### src/hw/rtl/scdc_pkg.sv
`timescale 1ns / 1ps
`default_nettype none

package scdc_pkg;

    localparam int SCALE_W       = 5;
    localparam int MAX_SCALE_DEF = 28;
    localparam int LIMB_W        = 32;
    localparam int LIMBS         = 3;
    localparam int MANT_W        = LIMB_W * LIMBS;
    localparam int LOW_W         = 64;
    localparam int HIGH_W        = MANT_W - LOW_W;
    localparam int POW_W         = 94;
    localparam int PP_W          = 2 * LIMB_W;
    localparam int ROW_W         = PP_W + 2 * LIMB_W;
    localparam int PART_W        = ROW_W + LIMB_W + 1;
    localparam int SUM_W         = ROW_W + 2 * LIMB_W;
    localparam int PROD_W        = MANT_W + POW_W;
    localparam int STAGES        = 6;

    localparam logic signed [1:0] ORD_GT = 2'sd1;
    localparam logic signed [1:0] ORD_EQ = 2'sd0;
    localparam logic signed [1:0] ORD_LT = -2'sd1;

    // Side information that travels with each operand pair.
    typedef struct packed {
        logic a_scaled;     // the first value has the smaller scale and is multiplied
        logic both_zero;
        logic sign_differ;
        logic a_neg;
    } scdc_ctl_t;

    function automatic logic [POW_W-1:0] pow10(input logic [SCALE_W-1:0] d);
        logic [POW_W-1:0] p;
        case (d)
            5'd0:    p = 94'd1;
            5'd1:    p = 94'd10;
            5'd2:    p = 94'd100;
            5'd3:    p = 94'd1000;
            5'd4:    p = 94'd10000;
            5'd5:    p = 94'd100000;
            5'd6:    p = 94'd1000000;
            5'd7:    p = 94'd10000000;
            5'd8:    p = 94'd100000000;
            5'd9:    p = 94'd1000000000;
            5'd10:   p = 94'd10000000000;
            5'd11:   p = 94'd100000000000;
            5'd12:   p = 94'd1000000000000;
            5'd13:   p = 94'd10000000000000;
            5'd14:   p = 94'd100000000000000;
            5'd15:   p = 94'd1000000000000000;
            5'd16:   p = 94'd10000000000000000;
            5'd17:   p = 94'd100000000000000000;
            5'd18:   p = 94'd1000000000000000000;
            5'd19:   p = 94'd10000000000000000000;
            5'd20:   p = 94'd100000000000000000000;
            5'd21:   p = 94'd1000000000000000000000;
            5'd22:   p = 94'd10000000000000000000000;
            5'd23:   p = 94'd100000000000000000000000;
            5'd24:   p = 94'd1000000000000000000000000;
            5'd25:   p = 94'd10000000000000000000000000;
            5'd26:   p = 94'd100000000000000000000000000;
            5'd27:   p = 94'd1000000000000000000000000000;
            5'd28:   p = 94'd10000000000000000000000000000;
            default: p = '0;
        endcase
        return p;
    endfunction

    function automatic logic [PP_W-1:0] mul32(input logic [LIMB_W-1:0] x,
                                              input logic [LIMB_W-1:0] y);
        return {{LIMB_W{1'b0}}, x} * {{LIMB_W{1'b0}}, y};
    endfunction

endpackage

`default_nettype wire

### src/hw/rtl/scdc_cmp.sv
`timescale 1ns / 1ps
`default_nettype none

module scdc_cmp (
    input  wire logic                            clk,
    input  wire logic                            en,
    input  wire logic [scdc_pkg::PROD_W-1:0]     prod,
    input  wire logic [scdc_pkg::MANT_W-1:0]     other,
    input  scdc_pkg::scdc_ctl_t                  ctl,
    output logic signed [1:0]                    order,
    output logic                                 is_less,
    output logic                                 is_less_or_equal,
    output logic                                 is_greater,
    output logic                                 is_greater_or_equal,
    output logic                                 is_equal,
    output logic                                 is_not_equal
);
    import scdc_pkg::*;

    logic [PROD_W-1:0] other_ext, a_mag, b_mag;
    logic              mag_eq, mag_gt;
    logic signed [1:0] ord_reg, ord_next;

    always_comb
    begin
        other_ext = {{(PROD_W-MANT_W){1'b0}}, other};
        a_mag     = ctl.a_scaled ? prod : other_ext;
        b_mag     = ctl.a_scaled ? other_ext : prod;
        mag_eq    = (a_mag == b_mag);
        mag_gt    = (a_mag > b_mag);

        if (ctl.both_zero)
        begin
            ord_next = ORD_EQ;
        end
        else if (ctl.sign_differ)
        begin
            ord_next = ctl.a_neg ? ORD_LT : ORD_GT;
        end
        else if (mag_eq)
        begin
            ord_next = ORD_EQ;
        end
        else
        begin
            // Two negatives order opposite to their magnitudes.
            ord_next = (mag_gt ^ ctl.a_neg) ? ORD_GT : ORD_LT;
        end
    end

    always_ff @(posedge clk)
    begin
        if (en)
        begin
            ord_reg <= ord_next;
        end
    end

    assign order               = ord_reg;
    assign is_less             = (ord_reg == ORD_LT);
    assign is_less_or_equal    = (ord_reg != ORD_GT);
    assign is_greater          = (ord_reg == ORD_GT);
    assign is_greater_or_equal = (ord_reg != ORD_LT);
    assign is_equal            = (ord_reg == ORD_EQ);
    assign is_not_equal        = (ord_reg != ORD_EQ);

endmodule

`default_nettype wire

### config.mk
export PLATFORM = sky130hd
export DESIGN_NAME = scdc_cmp
export DESIGN_NICKNAME = d
export VERILOG_FILES = /design/src/hw/rtl/scdc_pkg.sv /design/src/hw/rtl/scdc_cmp.sv
export SDC_FILE = /design/constraint.sdc
export NUM_CORES = 1
export LEC_CHECK = 0
export ABC_AREA = 1
export BUFFER_PORTS_ARGS = -buffer_cell sky130_fd_sc_hd__buf_2
export CORE_MARGIN = 2
export CORE_UTILIZATION = 31
export DETAILED_ROUTE_END_ITERATION = 8
export GPL_TIMING_DRIVEN = 0
export MAX_ROUTING_LAYER = met4
export SLEW_MARGIN = 10
export SYNTH_ARGS = -nofsm -noshare
export SYNTH_HDL_FRONTEND = slang
export SYNTH_SLANG_ARGS = --single-unit
### constraint.sdc
create_clock -name clk -period 2.7 [get_ports clk]
set_input_delay 0.405 -clock clk [delete_from_list [all_inputs] [get_ports clk]]
set_output_delay 0.405 -clock clk [all_outputs]
set_load 0.005 [all_outputs]
-- Yosys cells after proc, flatten, opt, wreduce, memory -nomap -nowiden
Cells that the tools add are included.
W data, S select, Z words.
- register bits after elaboration: 2
- latch bits: 0
- RAM bits: 0
- memory bits (read-only): 0
- output and inout bits: 8
- memories kept: 0
- add/sub/neg operators: 0
- multipliers: 0
- divide/modulo/power cells: 0
- order comparisons: 1
- equality and inequality tests: 5
- shift operators: 0
- multiplexer cells: 6
- bitwise gates (word level): 1
- reduce and logical (&&, ||, !) cells: 2
- operators by type and width (kind ; number):
    $mux W190 ; 2
    $eq A190 B190 Y1 ; 1
    $gt A190 B190 Y1 ; 1
    $mux W2 ; 4
    $eq A2 B1 Y1 const B ; 1
    $eq A2 B2 Y1 const B ; 1
    $logic_not A2 Y1 ; 1
    $ne A2 B1 Y1 const B ; 1
    $ne A2 B2 Y1 const B ; 1
    $reduce_bool A2 Y1 ; 1
    $xor A1 B1 Y1 ; 1

-- Logic depth before layout (Yosys ltp)
- depth after elaboration: 6
- depth in mapped cells: 22

-- Worst setup path before layout
No wires, ideal clock.
- path type: input to register
- start point: input port ctl[3] (netlist name)
- end point: register ord_reg[1], in the netlist order[1] (data pin)
- library setup time: 0.253 ns
- arrival: 2.404 ns
- path slack: 0.043 ns
- cell stages on the path: 18
- cells stage by stage: buf_4 -> clkbuf_1 -> clkbuf_1 -> o21ai_0 -> ha_1 -> nand2_1 -> nor2_1 -> nand3_1 -> nor2_1 -> nand2_1 -> nor2_1 -> nand2_1 -> nor2_1 -> nand2_1 -> nand2_1 -> nor2_1 -> nor2_1 -> nor2_1
- cells in the longest elaborated chain, start to end: 6
- elaborated cells between the ends (all ways): 8
- ends and longest elaborated chain (item ; RTL line ; text):
    start: declaration ; scdc_cmp.sv:9 ; input scdc_pkg::scdc_ctl_t ctl,
    $mux W190 (on tied branches) ; scdc_cmp.sv:27, scdc_cmp.sv:28 ;
    $gt A190 B190 Y1 ; scdc_cmp.sv:30 ; mag_gt = (a_mag > b_mag);
    $xor A1 B1 Y1 ; scdc_cmp.sv:47 ; ord_next = (mag_gt ^ ctl.a_neg) ? ORD_GT : ORD_LT;
    $mux W2 ; scdc_cmp.sv:47 ;
    $mux W2 * ; scdc_cmp.sv:40 ; else if (mag_eq)
    $mux W2 * ; scdc_cmp.sv:36 ; else if (ctl.sign_differ)
    end signal: assignment ; scdc_cmp.sv:55 ; ord_reg <= ord_next;
    end: declaration ; scdc_cmp.sv:22 ; logic signed [1:0] ord_reg, ord_next;
Every way passes the cells marked *; elsewhere a longest branch is shown, timed or not.
A chain may end at the register's enable or synchronous reset.

-- Final worst setup path
Ends and elaborated chain as after synthesis.

==> out/results.ini <==
[grt]
antenna_found_initial=3
grt_max_degree=11
grt_pass1_wl_um=33330
overflow=0
grt_pass1_vias=6940
grt_use_total_pct=23.45

[floorplanning]
rows=47
die_w_um=133.2
ios=300
dieArea_um2=17750
start_util_pct=31.44
core-area_um2=16470
die_y_um=133.2

[place]
gp_congestion=0.8454
numPortBuffers=298
dp_hpwl_um=18110
placed_cell_area_um2=6943

[setup_path]
critPathMaxFanout=10
crit_required_ps=2670
crit_slowest_cell=ha_1
arrival_ps=2460
start_kind=input pin
worst-setup-path-type=input pin to flip-flop
cp_slowest_stage_delay_ps=310
crit_chain=buf_8 -> buf_12 -> clkbuf_8 -> nand2_1 -> o21ai_0 -> ha_1 -> nand2_1 -> nor2_4 -> nand3_4 -> nor3_4 -> nand4_1 -> nor2_2 -> nand3_1 -> nor2_1 -> nor2_1 -> nand2_1 -> nor2_1
critPathCaptureType=flip-flop

[sta]
hold_violations=0
final.period_utilization_pct=92.20
slew_viol_final=0
setup_viol=0
fmaxAchievable_mhz=401.7
relSlewSlack_pct=67.14
tightest_slew_ps=488.5
fin_crit_ps=2489
finalSetupTns_ps=0
rsz0062_at_grt=no

[layout]
drive_gt1_share_pct=28.87
area_growth_pct=45.11
num-fill-cells=1871
layout_commonest_cell=nand2_1
fin_area_um2=7511
final_cell_mix=nand2_1, buf_2, o21ai_0
largest_reg_flops=2
final_nets=1720

[cts]
clock-sinks=2
cts_tree=yes
postCtsHoldBufs=0
root_buffer=clkbuf_16
clock_path_buffers=2
cts_made_buffers=3
htree_levels=1
clkTransAtPathRegs_ps=30

[drt]
ant_nets=0
route.detailed.drc=0
viasPerCell=4.731
drtIter0Drc=345
wl_per_cell_um=13.46
first_pass_iters=5
drt_wl_total_um=20910
vias=7348

[synth]
synth_cell_types=27
yosys_warnings=0
synth_cells=1021
syn-cell-area_um2=5176
synth_nets=1409
synth_seq_cells=2
synth_area_per_cell_um2=5.070
yosysSeqAreaShare_pct=1.160

[pwr]
finalPower_mw=1.424
p_leak_nw=4.416
pwr_density_cell_nw_per_um2=189.6
irDropWorstVdd_mv=0.1260

[worst_hold_path]
whs_path_depth=1
hp-class=input pin to flip-flop
hold_path.startpoint=en
whs_endpoint=order[1]

[run]
max_cap_viol_count=0

[outcome]
status=finished clean

==> cell usage after synthesis <==
cell type | number | share of area (%)
o21ai_0 | 195 | 19
inv_1 | 151 | 11
nor4_1 | 4 | 0.48
clkbuf_1 | 35 | 2.5
or2_2 | 1 | 0.12
nor3_1 | 12 | 1.2
nand2_1 | 345 | 25
a21oi_2 | 1 | 0.17
nor2_1 | 85 | 6.2
nand2_2 | 1 | 0.12
or2_1 | 6 | 0.73
buf_1 | 7 | 0.51
and3_1 | 1 | 0.12
nand3b_1 | 1 | 0.15
ha_1 | 96 | 23
o21a_1 | 1 | 0.15
a21oi_1 | 37 | 3.6
nor3b_1 | 1 | 0.15
nor3b_2 | 1 | 0.24
nor2b_1 | 1 | 0.12
a21o_1 | 6 | 0.87
nand4_1 | 13 | 1.6
edfxtp_1 | 2 | 1.2
nand3_1 | 15 | 1.5
nor4b_1 | 1 | 0.17
buf_4 | 1 | 0.15
nor2_2 | 1 | 0.12
==> worst max-delay path, delay by kind of cell <==
kind	cells	cell delay (ps)
fa+ha+maj	1	310
compound gates	1	80
simple gates	12	1200
buf+inv	3	450
==> metrics by stage <==
stage                     cells  worst slack [ps]  utilization [%]  hold WS, ps
after floorplan            1021             43.18                -        517.5
final                      1553             210.6            45.62        427.1
after global placement     1539            -923.7            42.17        647.2
after global routing       1553             5.745            45.62        415.0
after detailed placement   1539            -945.0            42.17        644.1
after CTS                  1542             6.783            43.76        420.6
==> cell type report <==
class,instances,area (um2),share of cell area (%)
multi-input cells,825,4509,60.04
repair buffers,306,1573,20.94
inverters,151,566.8,7.546
plain buffers,43,444.2,5.914
well taps,220,275.3,3.665
clock buffers,3,75.07,0.9995
flip-flops and latches,2,60.06,0.7996
diodes,3,7.507,0.09995
==> power by group <==
part	internal [mW]	switching (mW)
Clock	0.188	0.0310
Combinational	0.524	0.640
Sequential	0.0376	0.00262
==> worst max-delay path by stage <==
stage            from       end  slack (ps)  cells after the start
4_1_cts        ctl[3]  order[1]           7                     17
6_report       ctl[3]  order[1]         210                     17
3_5_place_dp   ctl[3]  order[1]        -950                     16
2_1_floorplan  ctl[3]  order[1]          40                     18
5_1_grt        ctl[3]  order[1]           6                     18
3_3_place_gp   ctl[3]  order[1]        -920                     16
==> per-layer routing <==
metal / global-route usage, % / share of wire, % / up-vias
li1: - / - / 3911
met1: 30.82 / 47 / 3228
met2: 39.87 / 46 / 205
met3: 3.158 / 6.3 / 4
met4: 2.305 / 0.48 / 0
met5: - / 0 / -
==> timing repair <==
| item | in CTS | in global routing |
|---|---|---|
| gates resized for setup | 75 | 115 |
| pin swaps | 3 | 24 |
| buffers inserted | 0 | 6 |
| gates cloned | 0 | 2 |
| endpoints found under the setup margin | 2 | 2 |
==> cells by family after synthesis <==
family / share of synthesized area (%)
AND/OR/NAND/NOR: 37.88
AO/OA/AOI/OAI: 23.62
buffers and inverters: 14.14
adder cells (fa/ha/maj): 23.21
flip-flops: 1.160
Power figures use the tool's default switching activity.
