===== src/hw/rtl/scdc_pkg.sv =====
`timescale 1ns / 1ps
`default_nettype none

package scdc_pkg;

    localparam int SCALE_W       = 5;
    localparam int MAX_SCALE_DEF = 28;
    localparam int LIMB_W        = 32;
    localparam int LIMBS         = 3;
    localparam int MANT_W        = LIMB_W * LIMBS;
    localparam int LOW_W         = 64;
    localparam int HIGH_W        = MANT_W - LOW_W;
    localparam int POW_W         = 94;
    localparam int PP_W          = 2 * LIMB_W;
    localparam int ROW_W         = PP_W + 2 * LIMB_W;
    localparam int PART_W        = ROW_W + LIMB_W + 1;
    localparam int SUM_W         = ROW_W + 2 * LIMB_W;
    localparam int PROD_W        = MANT_W + POW_W;
    localparam int STAGES        = 6;

    localparam logic signed [1:0] ORD_GT = 2'sd1;
    localparam logic signed [1:0] ORD_EQ = 2'sd0;
    localparam logic signed [1:0] ORD_LT = -2'sd1;

    // Side information that travels with each operand pair.
    typedef struct packed {
        logic a_scaled;     // the first value has the smaller scale and is multiplied
        logic both_zero;
        logic sign_differ;
        logic a_neg;
    } scdc_ctl_t;

    function automatic logic [POW_W-1:0] pow10(input logic [SCALE_W-1:0] d);
        logic [POW_W-1:0] p;
        case (d)
            5'd0:    p = 94'd1;
            5'd1:    p = 94'd10;
            5'd2:    p = 94'd100;
            5'd3:    p = 94'd1000;
            5'd4:    p = 94'd10000;
            5'd5:    p = 94'd100000;
            5'd6:    p = 94'd1000000;
            5'd7:    p = 94'd10000000;
            5'd8:    p = 94'd100000000;
            5'd9:    p = 94'd1000000000;
            5'd10:   p = 94'd10000000000;
            5'd11:   p = 94'd100000000000;
            5'd12:   p = 94'd1000000000000;
            5'd13:   p = 94'd10000000000000;
            5'd14:   p = 94'd100000000000000;
            5'd15:   p = 94'd1000000000000000;
            5'd16:   p = 94'd10000000000000000;
            5'd17:   p = 94'd100000000000000000;
            5'd18:   p = 94'd1000000000000000000;
            5'd19:   p = 94'd10000000000000000000;
            5'd20:   p = 94'd100000000000000000000;
            5'd21:   p = 94'd1000000000000000000000;
            5'd22:   p = 94'd10000000000000000000000;
            5'd23:   p = 94'd100000000000000000000000;
            5'd24:   p = 94'd1000000000000000000000000;
            5'd25:   p = 94'd10000000000000000000000000;
            5'd26:   p = 94'd100000000000000000000000000;
            5'd27:   p = 94'd1000000000000000000000000000;
            5'd28:   p = 94'd10000000000000000000000000000;
            default: p = '0;
        endcase
        return p;
    endfunction

    function automatic logic [PP_W-1:0] mul32(input logic [LIMB_W-1:0] x,
                                              input logic [LIMB_W-1:0] y);
        return {{LIMB_W{1'b0}}, x} * {{LIMB_W{1'b0}}, y};
    endfunction

endpackage

`default_nettype wire


===== src/hw/rtl/scdc_align.sv =====
`timescale 1ns / 1ps
`default_nettype none

module scdc_align #(
    parameter int MAX_SCALE = scdc_pkg::MAX_SCALE_DEF
) (
    input  wire logic                            clk,
    input  wire logic                            en,
    input  wire logic [scdc_pkg::LOW_W-1:0]      a_mantissa_low,
    input  wire logic [scdc_pkg::HIGH_W-1:0]     a_mantissa_high,
    input  wire logic [scdc_pkg::SCALE_W-1:0]    a_scale,
    input  wire logic                            a_negative,
    input  wire logic [scdc_pkg::LOW_W-1:0]      b_mantissa_low,
    input  wire logic [scdc_pkg::HIGH_W-1:0]     b_mantissa_high,
    input  wire logic [scdc_pkg::SCALE_W-1:0]    b_scale,
    input  wire logic                            b_negative,
    output logic      [scdc_pkg::MANT_W-1:0]     src,
    output logic      [scdc_pkg::MANT_W-1:0]     other,
    output logic      [scdc_pkg::SCALE_W-1:0]    diff,
    output scdc_pkg::scdc_ctl_t                  ctl
);
    import scdc_pkg::*;

    localparam logic [SCALE_W-1:0] SCALE_LIM = SCALE_W'(MAX_SCALE);

    logic [MANT_W-1:0]  a_mant, b_mant;
    logic [SCALE_W-1:0] sa, sb;
    logic [MANT_W-1:0]  src_reg, src_next, other_reg, other_next;
    logic [SCALE_W-1:0] diff_reg, diff_next;
    scdc_ctl_t          ctl_reg, ctl_next;

    always_comb
    begin
        a_mant = {a_mantissa_high, a_mantissa_low};
        b_mant = {b_mantissa_high, b_mantissa_low};
        sa = (a_scale > SCALE_LIM) ? SCALE_LIM : a_scale;
        sb = (b_scale > SCALE_LIM) ? SCALE_LIM : b_scale;

        ctl_next.a_scaled    = (sa < sb);
        ctl_next.both_zero   = (a_mant == '0) && (b_mant == '0);
        ctl_next.sign_differ = a_negative ^ b_negative;
        ctl_next.a_neg       = a_negative;

        // The value with the smaller scale is the one multiplied up.
        if (ctl_next.a_scaled)
        begin
            src_next   = a_mant;
            other_next = b_mant;
            diff_next  = sb - sa;
        end
        else
        begin
            src_next   = b_mant;
            other_next = a_mant;
            diff_next  = sa - sb;
        end
    end

    always_ff @(posedge clk)
    begin
        if (en)
        begin
            src_reg   <= src_next;
            other_reg <= other_next;
            diff_reg  <= diff_next;
            ctl_reg   <= ctl_next;
        end
    end

    assign src   = src_reg;
    assign other = other_reg;
    assign diff  = diff_reg;
    assign ctl   = ctl_reg;

endmodule

`default_nettype wire


===== config.mk =====
export PLATFORM = sky130hd
export DESIGN_NAME = scdc_align
export DESIGN_NICKNAME = d
export VERILOG_FILES = /design/src/hw/rtl/scdc_pkg.sv /design/src/hw/rtl/scdc_align.sv
export SDC_FILE = /design/constraint.sdc
export NUM_CORES = 1
export LEC_CHECK = 0
export CAP_MARGIN = 20
export CORE_ASPECT_RATIO = 0.6
export CORE_MARGIN = 4
export CORE_UTILIZATION = 45
export DETAILED_ROUTE_END_ITERATION = 7
export DONT_BUFFER_PORTS = 1
export PLACE_DENSITY = 0.71
export SLEW_MARGIN = 20
export SYNTH_ARGS = -nofsm -noshare
export SYNTH_HDL_FRONTEND = slang
export SYNTH_SLANG_ARGS = --single-unit

===== constraint.sdc =====
create_clock -name clk -period 2.3 [get_ports clk]
set_input_delay 0.345 -clock clk [delete_from_list [all_inputs] [get_ports clk]]
set_output_delay 0.345 -clock clk [all_outputs]
set_load 0.01 [all_outputs]

; ---- Word-level counts from Yosys, hierarchy flattened
; Cells that the tools add are included.
; Widths: inputs -> output; s select.
[word_totals]
register_bits = 201
latchBits = 0
ram_bits = 0
rom_bits = 0
input_bits = 206
output_inout_bits = 201
wordCells = 21
memories = 0
[op_classes]
add_sub_neg = 2
multipliers = 0
div = 0
order_cmp = 3
eq_ne = 0
shift = 0
n_mux = 5
n_bitwise = 1
reduce_logical = 3
[ops]
columns = op, n
row1 = $logic_not 96->1, 2
row2 = $mux 96, 2
row3 = $mux 5, 3
row4 = $gt 5x5->1 const B, 2
row5 = $sub 5x5->5, 2
row6 = $lt 5x5->1, 1
row7 = $logic_and 1x1->1, 1
row8 = $xor 1x1->1, 1

; ---- Logic depth before layout (Yosys ltp)
; Gate-level depths: netlist of run 1.
[logic_depth]
ltp_word = 4
ltp_mapped = 11
ltp_nobuf = 9

; ---- Worst setup path after synthesis of run 1
; OpenSTA, ideal clock, no wires.
[synth_path]
kind = input port to flip-flop
start = in a_scale[2] (netlist name)
end = reg other_reg[53], in the netlist other[53], data pin
setup_ps = 260
t_arrival_ps = 2168
required_ps = 2040
path_slack_ps = -128
path_stages = 10
n_path_buf = 3
path_cell_list = nand3_1 -> and2_1 -> ha_1 -> and3b_4 -> o211ai_4 -> and2_4 -> buf_6 -> buf_8 -> buf_8 -> mux2_4
[synth_via]
elab_chain_len = 4
[synth_lines]
columns = item, line
row1 = start: declaration, scdc_align.sv:11  ; input wire logic [scdc_pkg::SCALE_W-1:0] a_scale,
row2 = $gt 5x5->1, scdc_align.sv:36  ; sa = (a_scale > SCALE_LIM) ? SCALE_LIM : a_scale;
row3 = $mux 5 *, scdc_align.sv:36
row4 = $lt 5x5->1 *, scdc_align.sv:39  ; ctl_next.a_scaled = (sa < sb);
row5 = $mux 96 *, scdc_align.sv:45  ; if (ctl_next.a_scaled)
row6 = net other_next[53], scdc_align.sv:28  ; logic [MANT_W-1:0] src_reg, src_next, other_reg, other_next;
row7 = end signal: assignment, scdc_align.sv:64  ; other_reg <= other_next;
row8 = end: declaration, scdc_align.sv:28
; Mark *: on every way through the listed nets, which the timed path passes. The rest lies on a longest branch.
; A chain may end at the register's enable or synchronous reset.

; ---- Final worst setup path of run 1
[layout_path]
start = in b_scale[2] (netlist name)
end = reg diff_reg[4], in the netlist diff[4], data pin
[layout_via]
elab_chain_len = 4
word_cells_on_any_way = 6
classes_between = 2 x add/sub / 2 x order compare / 2 x mux
[layout_lines]
columns = item, line
row1 = start: declaration, scdc_align.sv:15  ; input wire logic [scdc_pkg::SCALE_W-1:0] b_scale,
row2 = $gt 5x5->1, scdc_align.sv:37  ; sb = (b_scale > SCALE_LIM) ? SCALE_LIM : b_scale;
row3 = $mux 5 *, scdc_align.sv:37
row4 = "$sub 5x5->5, or another cell as far along", scdc_align.sv:55  ; diff_next = sa - sb;
row5 = $mux 5 *, scdc_align.sv:45
row6 = net diff_next[4], scdc_align.sv:29  ; logic [SCALE_W-1:0] diff_reg, diff_next;
row7 = end signal: assignment, scdc_align.sv:65  ; diff_reg <= diff_next;
row8 = end: declaration, scdc_align.sv:29
; Marks and branches as above.

==> results of run 1 <==
## report_power, final
| group | total, W | leakage (nW) | internal, W | switching, W |
|---|---|---|---|---|
| Combinational | 0.00121 | 1.85 | 0.000770 | 0.000445 |
| Sequential | 0.00501 | 1.97 | 0.00458 | 0.000431 |
| Clock | 0.00332 | 0.321 | 0.00199 | 0.00133 |
## cell usage after synthesis, drive strengths merged
library cell  count  area share [%]
a211oi            1           0.076
a21oi             2            0.10
nor2b             6            0.38
and2              2            0.15
nand4            12            0.76
xor2              1           0.089
clkbuf            5            0.19
a21boi            1           0.076
mux2i             1            0.10
o21ai             4            0.20
nand3             2            0.10
or3               1           0.064
edfxtp          201              61
nand2             3            0.11
a21o              1           0.076
o211ai            2            0.29
a221oi            1           0.089
a2bb2oi           1           0.089
a2111oi           1            0.15
and4              1           0.089
mux2            192              27
nor4b             1           0.089
nor4bb            1            0.10
inv              14            0.53
fa                2            0.41
buf              22             2.6
nor4             51             3.2
ha                9             1.1
and3b             1            0.13
a22oi             1           0.076
and3              1           0.064
## per-layer routing
metal  vias up  part of all wire [%]
li1       2248                     -
met1      2573                    37
met2       279                    49
met3        38                    11
met4         0                   2.8
met5         -                     0
## worst max-delay path: stages
cell,delay [ns]
nand3_1,0.10
nand2_1,0.12
inv_1,0.05
ha_1,0.20
buf_4,0.14
fa_1,0.43
nor2b_1,0.18
o21ai_0,0.14
a221oi_1,0.33
a2111oi_2,0.08
## final timing paths
check,startpoint,end,slack [ns],depth (start not counted)
hold / removal,a_mantissa_high[30],src[94],0.07,1
setup / recovery,b_scale[2],diff[4],0.41,10
## cell type report
class | count | area, um^2 | area share [%]
timing repair buffer | 33 | 360 | 3.28
clock buffer | 23 | 533 | 4.85
multi-input combinational | 302 | 3520 | 32.1
sequential | 201 | 6040 | 55.0
inverter | 14 | 52.6 | 0.479
clock inverter | 12 | 130 | 1.19
tap | 279 | 349 | 3.18
## logic make-up (layout without fill, tap and decap cells)
| logic type | after synthesis | in the layout | synth area share, % |
|---|---|---|---|
| DFF | 201 | 201 | 61.2 |
| muxes | 193 | 193 | 27.3 |
| AOI/OAI and AO/OA | 15 | 15 | 1.23 |
| adders and majority gates | 11 | 11 | 1.55 |
| buffers and inverters | 41 | 82 | 3.34 |
| xor gates and xnor gates | 1 | 1 | 0.0889 |
| and+or+nand+nor | 82 | 82 | 5.28 |
## per-stage QoR
step	setup TNS [ns]	cell area, um^2	worst slack, ns	std cells	util [%]
global route	0	11000	0.295	864	51.6
CTS	0	10900	0.430	862	51.4
floorplan	0	9960	0.00277	544	-
finish	0	11000	0.413	864	51.6
detailed placement	-1.61	10300	-0.0933	826	48.2
global placement	-0.282	10300	-0.0128	826	48.2
==> results.yml, run 1 <==
clocking:
  cts_made_buffers: 20
  post_cts_resized: 0
  cts.clk_slew.worst_paths_ns: 0.06
  cts_root_buf: "clkbuf_16"
  cts_tree: "done"
  clockBufferDepth: 3
  clock-sinks: 201
  hold_buffers: 1
  cts_setup_buffers: 0
  cts_max_level: 1
sta:
  period_share_pct: 82.0
  rsz0062_at_grt: "false"
  drv_slew: 0
  hold_ws_ns: 0.0703
  relSlewSlack_pct: 62.2
  setup_violations: 0
  final-hold-violation-count: 0
  tightest_slew_ns: 0.565
  timing.fmax_ghz: 0.530
  post-route-min-period_ns: 1.89
global_route:
  grt.total_usage_pct: 19.1
  grt-ovfl-total: 0
  grt_pass1_wl_um: 35300
  grt_busiest_layer: "met2"
  met2_usage_pct: 32.6
  grt_max_degree: 202
  antenna_found_initial: 0
  grt_pass1_vias: 5465
  grtUsageMet1_pct: 22.2
  grt_util_met3_pct: 8.34
floorplanning:
  initial_core_util_pct: 46.3
  rows: 41
  coreArea_mm2: 0.0213
  io_pins: 407
  die_h_um: 123
  die-area_mm2: 0.0244
  die_width_um: 199
critical_path:
  worstSetupPathType: "in2reg"
  critPathCaptureType: "flip-flop"
  start_kind: "primary input"
  cp_max_fo: 3
  worstPathArrival_ns: 2.11
  required_ns: 2.52
cells_and_area:
  layout.nets: 789
  final_common_cell: "edfxtp_1"
  fillers: 1659
  area_growth_syn_to_layout_pct: 11.4
  final_cell_mix: "edfxtp_1 (201), mux2_4 (137), mux2_2 (55)"
  n_antenna_cell: 0
  drive_gt1_share_pct: 44.1
route:
  firstDrtPassIters: 4
  ant_nets: 0
  dr_total_vias: 5138
  avgViaCountPerCell: 5.95
  drc: 0
  drt-wirelength-per-cell_um: 29.2
  drt_wl_total_um: 25200
  drt_first_iter_violations: 244
synthesis:
  syn-num-nets: 761
  syn_inst: 544
  seq_area_frac_synth_pct: 61.2
  syn_avg_cell_area_um2: 18.1
  synth-seq-cells: 201
  syn-cell-area_mm2: 0.00985
  yosysUniqueCellTypes: 36
  ys_warn_count: 0
power_and_ir_drop:
  ir_drop_mv: 0.469
  p_leak_nw: 4.14
  p_total_w: 0.00955
  p_per_area_mw_per_mm2: 870
placement:
  dpl.hpwl_um: 19400
  routabilityCongestion: 0.853
  io_buffers: 0
min_path:
  min_path_type: "in2reg"
run_status:
  status: "complete, no violations"
flow_run:
  maxCapViolations: 0
Power figures use the tool's default switching activity.
==> run 2, diff against run 1 <==
==> constraint.sdc (replaced) <==
create_clock -name clk -period 1.6 [get_ports clk]
set_input_delay 0.24 -clock clk [delete_from_list [all_inputs] [get_ports clk]]
set_output_delay 0.24 -clock clk [all_outputs]
set_load 0.01 [all_outputs]
==> run 2 against run 1 <==
The flow now stops in clock tree synthesis. Synthesized area did not move. Synthesized cell count unchanged.
==> results.yml, run 2 <==
clocking:
  cts_setup_buffers: 10
  cts_max_level: 1
  post_cts_resized: 18
  clockBufferDepth: 3
  clock-sinks: 201
  cts_made_buffers: 20
  hold_buffers: 180
  cts_root_buf: "clkbuf_16"
synthesis:
  synth_edf_count: 201
  async_flop_share_pct: 0
  yosysTopAreaCell: "edfxtp_1"
  synth-seq-cells: 201
  synth.top_cell.area_share_pct: 61.2
  netlist_top_cells_area: "edfxtp_1 (61%), mux2_4 (21%), mux2_2 (6.3%)"
  synth_top_flop_cell: "edfxtp_1"
  yosysUniqueCellTypes: 36
  syn_inst: 544
  synth.most_common_cell: "edfxtp_1"
  ys_warn_count: 0
  syn_avg_cell_area_um2: 18.1
  syn-num-nets: 761
  seq_area_frac_synth_pct: 61.2
  syn-cell-area_mm2: 0.00985
  ys_top_cells_by_count: "edfxtp_1 (201), mux2_4 (137), mux2_2 (55), nor4_1 (51), inv_1 (14)"
run_status:
  status: "stopped before the end"
  error_message: "[ERROR RSZ-0060] Max buffer count reached."
  lastStage: "clock tree synthesis"
placement:
  dp_cells: 852
  dpl.hpwl_um: 19100
  io_buffers: 0
  routabilityCongestion: 0.900
floorplanning:
  die_width_um: 199
  rows: 41
  io_pins: 407
  die_h_um: 123
  initial_core_util_pct: 46.3
-- run 2: cell counts after synthesis --
Identical to the previous run, type by type.
-- run 2: cells by family after synthesis --
logic type	count (synthesis)	synth area share [%]
flops	201	61.2
mux	193	27.3
simple gates	82	5.28
buf+inv	41	3.34
compound gates	15	1.23
fa+ha+maj	11	1.55
xor+xnor	1	0.0889
-- run 2: per-stage QoR --
stage | setup WS, ns | setup TNS (ns) | area (um^2)
detailed placement | -0.673 | -107.21 | 10500
floorplan | -0.553 | -103.44 | 9990
global placement | -0.567 | -100.93 | 10500
==> run 3, diff against run 2 <==
--- a/config.mk
+++ b/config.mk
@@ -6,12 +6,11 @@
 export NUM_CORES = 1
 export LEC_CHECK = 0
 export CAP_MARGIN = 20
-export CORE_ASPECT_RATIO = 0.6
 export CORE_MARGIN = 4
-export CORE_UTILIZATION = 45
+export CORE_UTILIZATION = 30
 export DETAILED_ROUTE_END_ITERATION = 7
 export DONT_BUFFER_PORTS = 1
-export PLACE_DENSITY = 0.71
+export PLACE_DENSITY_LB_ADDON = 0.15
 export SLEW_MARGIN = 20
 export SYNTH_ARGS = -nofsm -noshare
 export SYNTH_HDL_FRONTEND = slang
==> constraint.sdc (replaced) <==
create_clock -name clk -period 2.08 [get_ports clk]
set_input_delay 0.312 -clock clk [delete_from_list [all_inputs] [get_ports clk]]
set_output_delay 0.312 -clock clk [all_outputs]
set_load 0.01 [all_outputs]
==> run 3 against run 2 <==
The flow now finishes, with violations (hold timing).
==> results.yml, run 3 (synthesized netlist as in run 1, its figures left out) <==
critical_path:
  crit_path_top_delay_cell: "mux2_2"
  cp_slowest_stage_delay_ns: 0.35
  worstPathArrival_ns: 2.04
  start_kind: "primary input"
  crit_cells: 9
  crit_buf_inv: 2
  required_ns: 2.35
  cp_max_fo: 14
  critPathCaptureType: "flip-flop"
  crit_chain: "nand3_4 > and2_4 > ha_4 > and3b_4 > o211ai_4 > and2_4 > buf_12 > buf_12 > mux2_2"
  path_delay_family: "simple AND/OR/NAND/NOR gates"
  worstSetupPathType: "in2reg"
sta:
  relSlewSlack_pct: 42.9
  hold_ws_ns: -0.0851
  period_share_pct: 85.5
  fin_ws_ns: 0.301
  final-hold-violation-count: 43
  setup-tns-final_ns: 0
  setup_violations: 0
  tightest_slew_ns: 0.848
  drv_slew: 0
  rsz0062_at_grt: "false"
  post-route-min-period_ns: 1.78
  timing.fmax_ghz: 0.562
cells_and_area:
  drive_gt1_share_pct: 34.6
  final_common_cell: "edfxtp_1"
  final_cell_mix: "edfxtp_1 (201), dlygate4sd3_1 (193), mux2_4 (140)"
  layout.nets: 992
  area_growth_syn_to_layout_pct: 35.0
  fillers: 2946
  n_antenna_cell: 0
placement:
  dpl.hpwl_um: 20100
  io_buffers: 0
  pre_cts_ws_ns: -0.257
  routabilityCongestion: 0.820
route:
  drt-wirelength-per-cell_um: 23.8
  ant_nets: 0
  dr_total_vias: 5924
  firstDrtPassIters: 4
  avgViaCountPerCell: 4.82
  drt_wl_total_um: 29200
  drc: 0
  drt_first_iter_violations: 267
clocking:
  cts_root_buf: "clkbuf_16"
  post_cts_resized: 0
  cts_made_buffers: 24
  clock-sinks: 201
  clockBufferDepth: 3
  cts_setup_buffers: 0
  hold_buffers: 192
  cts.clk_slew.worst_paths_ns: 0.06
  cts_tree: "done"
  cts_max_level: 1
floorplanning:
  coreArea_mm2: 0.0325
  initial_core_util_pct: 30.4
  die-area_mm2: 0.0358
  io_pins: 407
  die_h_um: 189
  rows: 66
  die_width_um: 189
flow_run:
  maxCapViolations: 0
global_route:
  grt_pass1_wl_um: 42500
  grt-ovfl-total: 0
  grt_max_degree: 202
  grt_pass1_vias: 6711
  antenna_found_initial: 0
  grt.total_usage_pct: 15.3
run_status:
  violations: "hold timing"
  status: "finished with violations"
power_and_ir_drop:
  p_leak_nw: 5.05
  p_total_w: 0.0114
  p_per_area_mw_per_mm2: 856
  ir_drop_mv: 0.459
min_path:
  min_path_type: "in2reg"
  whs_path_depth: 0
run 3: worst paths after layout:
path | startpoint | slack [ns] | endpoint
max | a_scale[2] | 0.30 | other[49]
min | en | -0.09 | src[92]
run 3: per-stage QoR:
step / cell area [um^2] / instances / utilization (%)
floorplan: 9990 / 544 / -
global placement: 10600 / 997 / 32.6
detailed placement: 10600 / 997 / 32.6
CTS: 13300 / 1226 / 40.9
global route: 13300 / 1228 / 41.0
finish: 13300 / 1228 / 41.0
run 3: where the power goes:
group          leakage [nW]  internal [W]  switching, W
logic                  2.71       0.00112      0.000614
registers              1.97       0.00507      0.000479
clock network         0.364       0.00252       0.00158
total                  5.05       0.00871       0.00267
run 3: cell type report:
type                            count  area [um^2]  area share (%)
Clock inverter                      8          114           0.856
Tap cell                          442          553            4.16
Timing Repair Buffer              232         2360            17.7
Inverter                           14         52.6           0.395
Multi-Input combinational cell    302         3550            26.7
Clock buffer                       29          641            4.82
Sequential cell                   201         6040            45.4
run 3: layer usage:
metal	vias up	track usage (%)	part of all wire, %
met4	0	4.62	2.8
li1	2653	-	-
met2	319	27.5	51
met3	56	6.16	10
met5	-	0	0
met1	2896	16.5	36
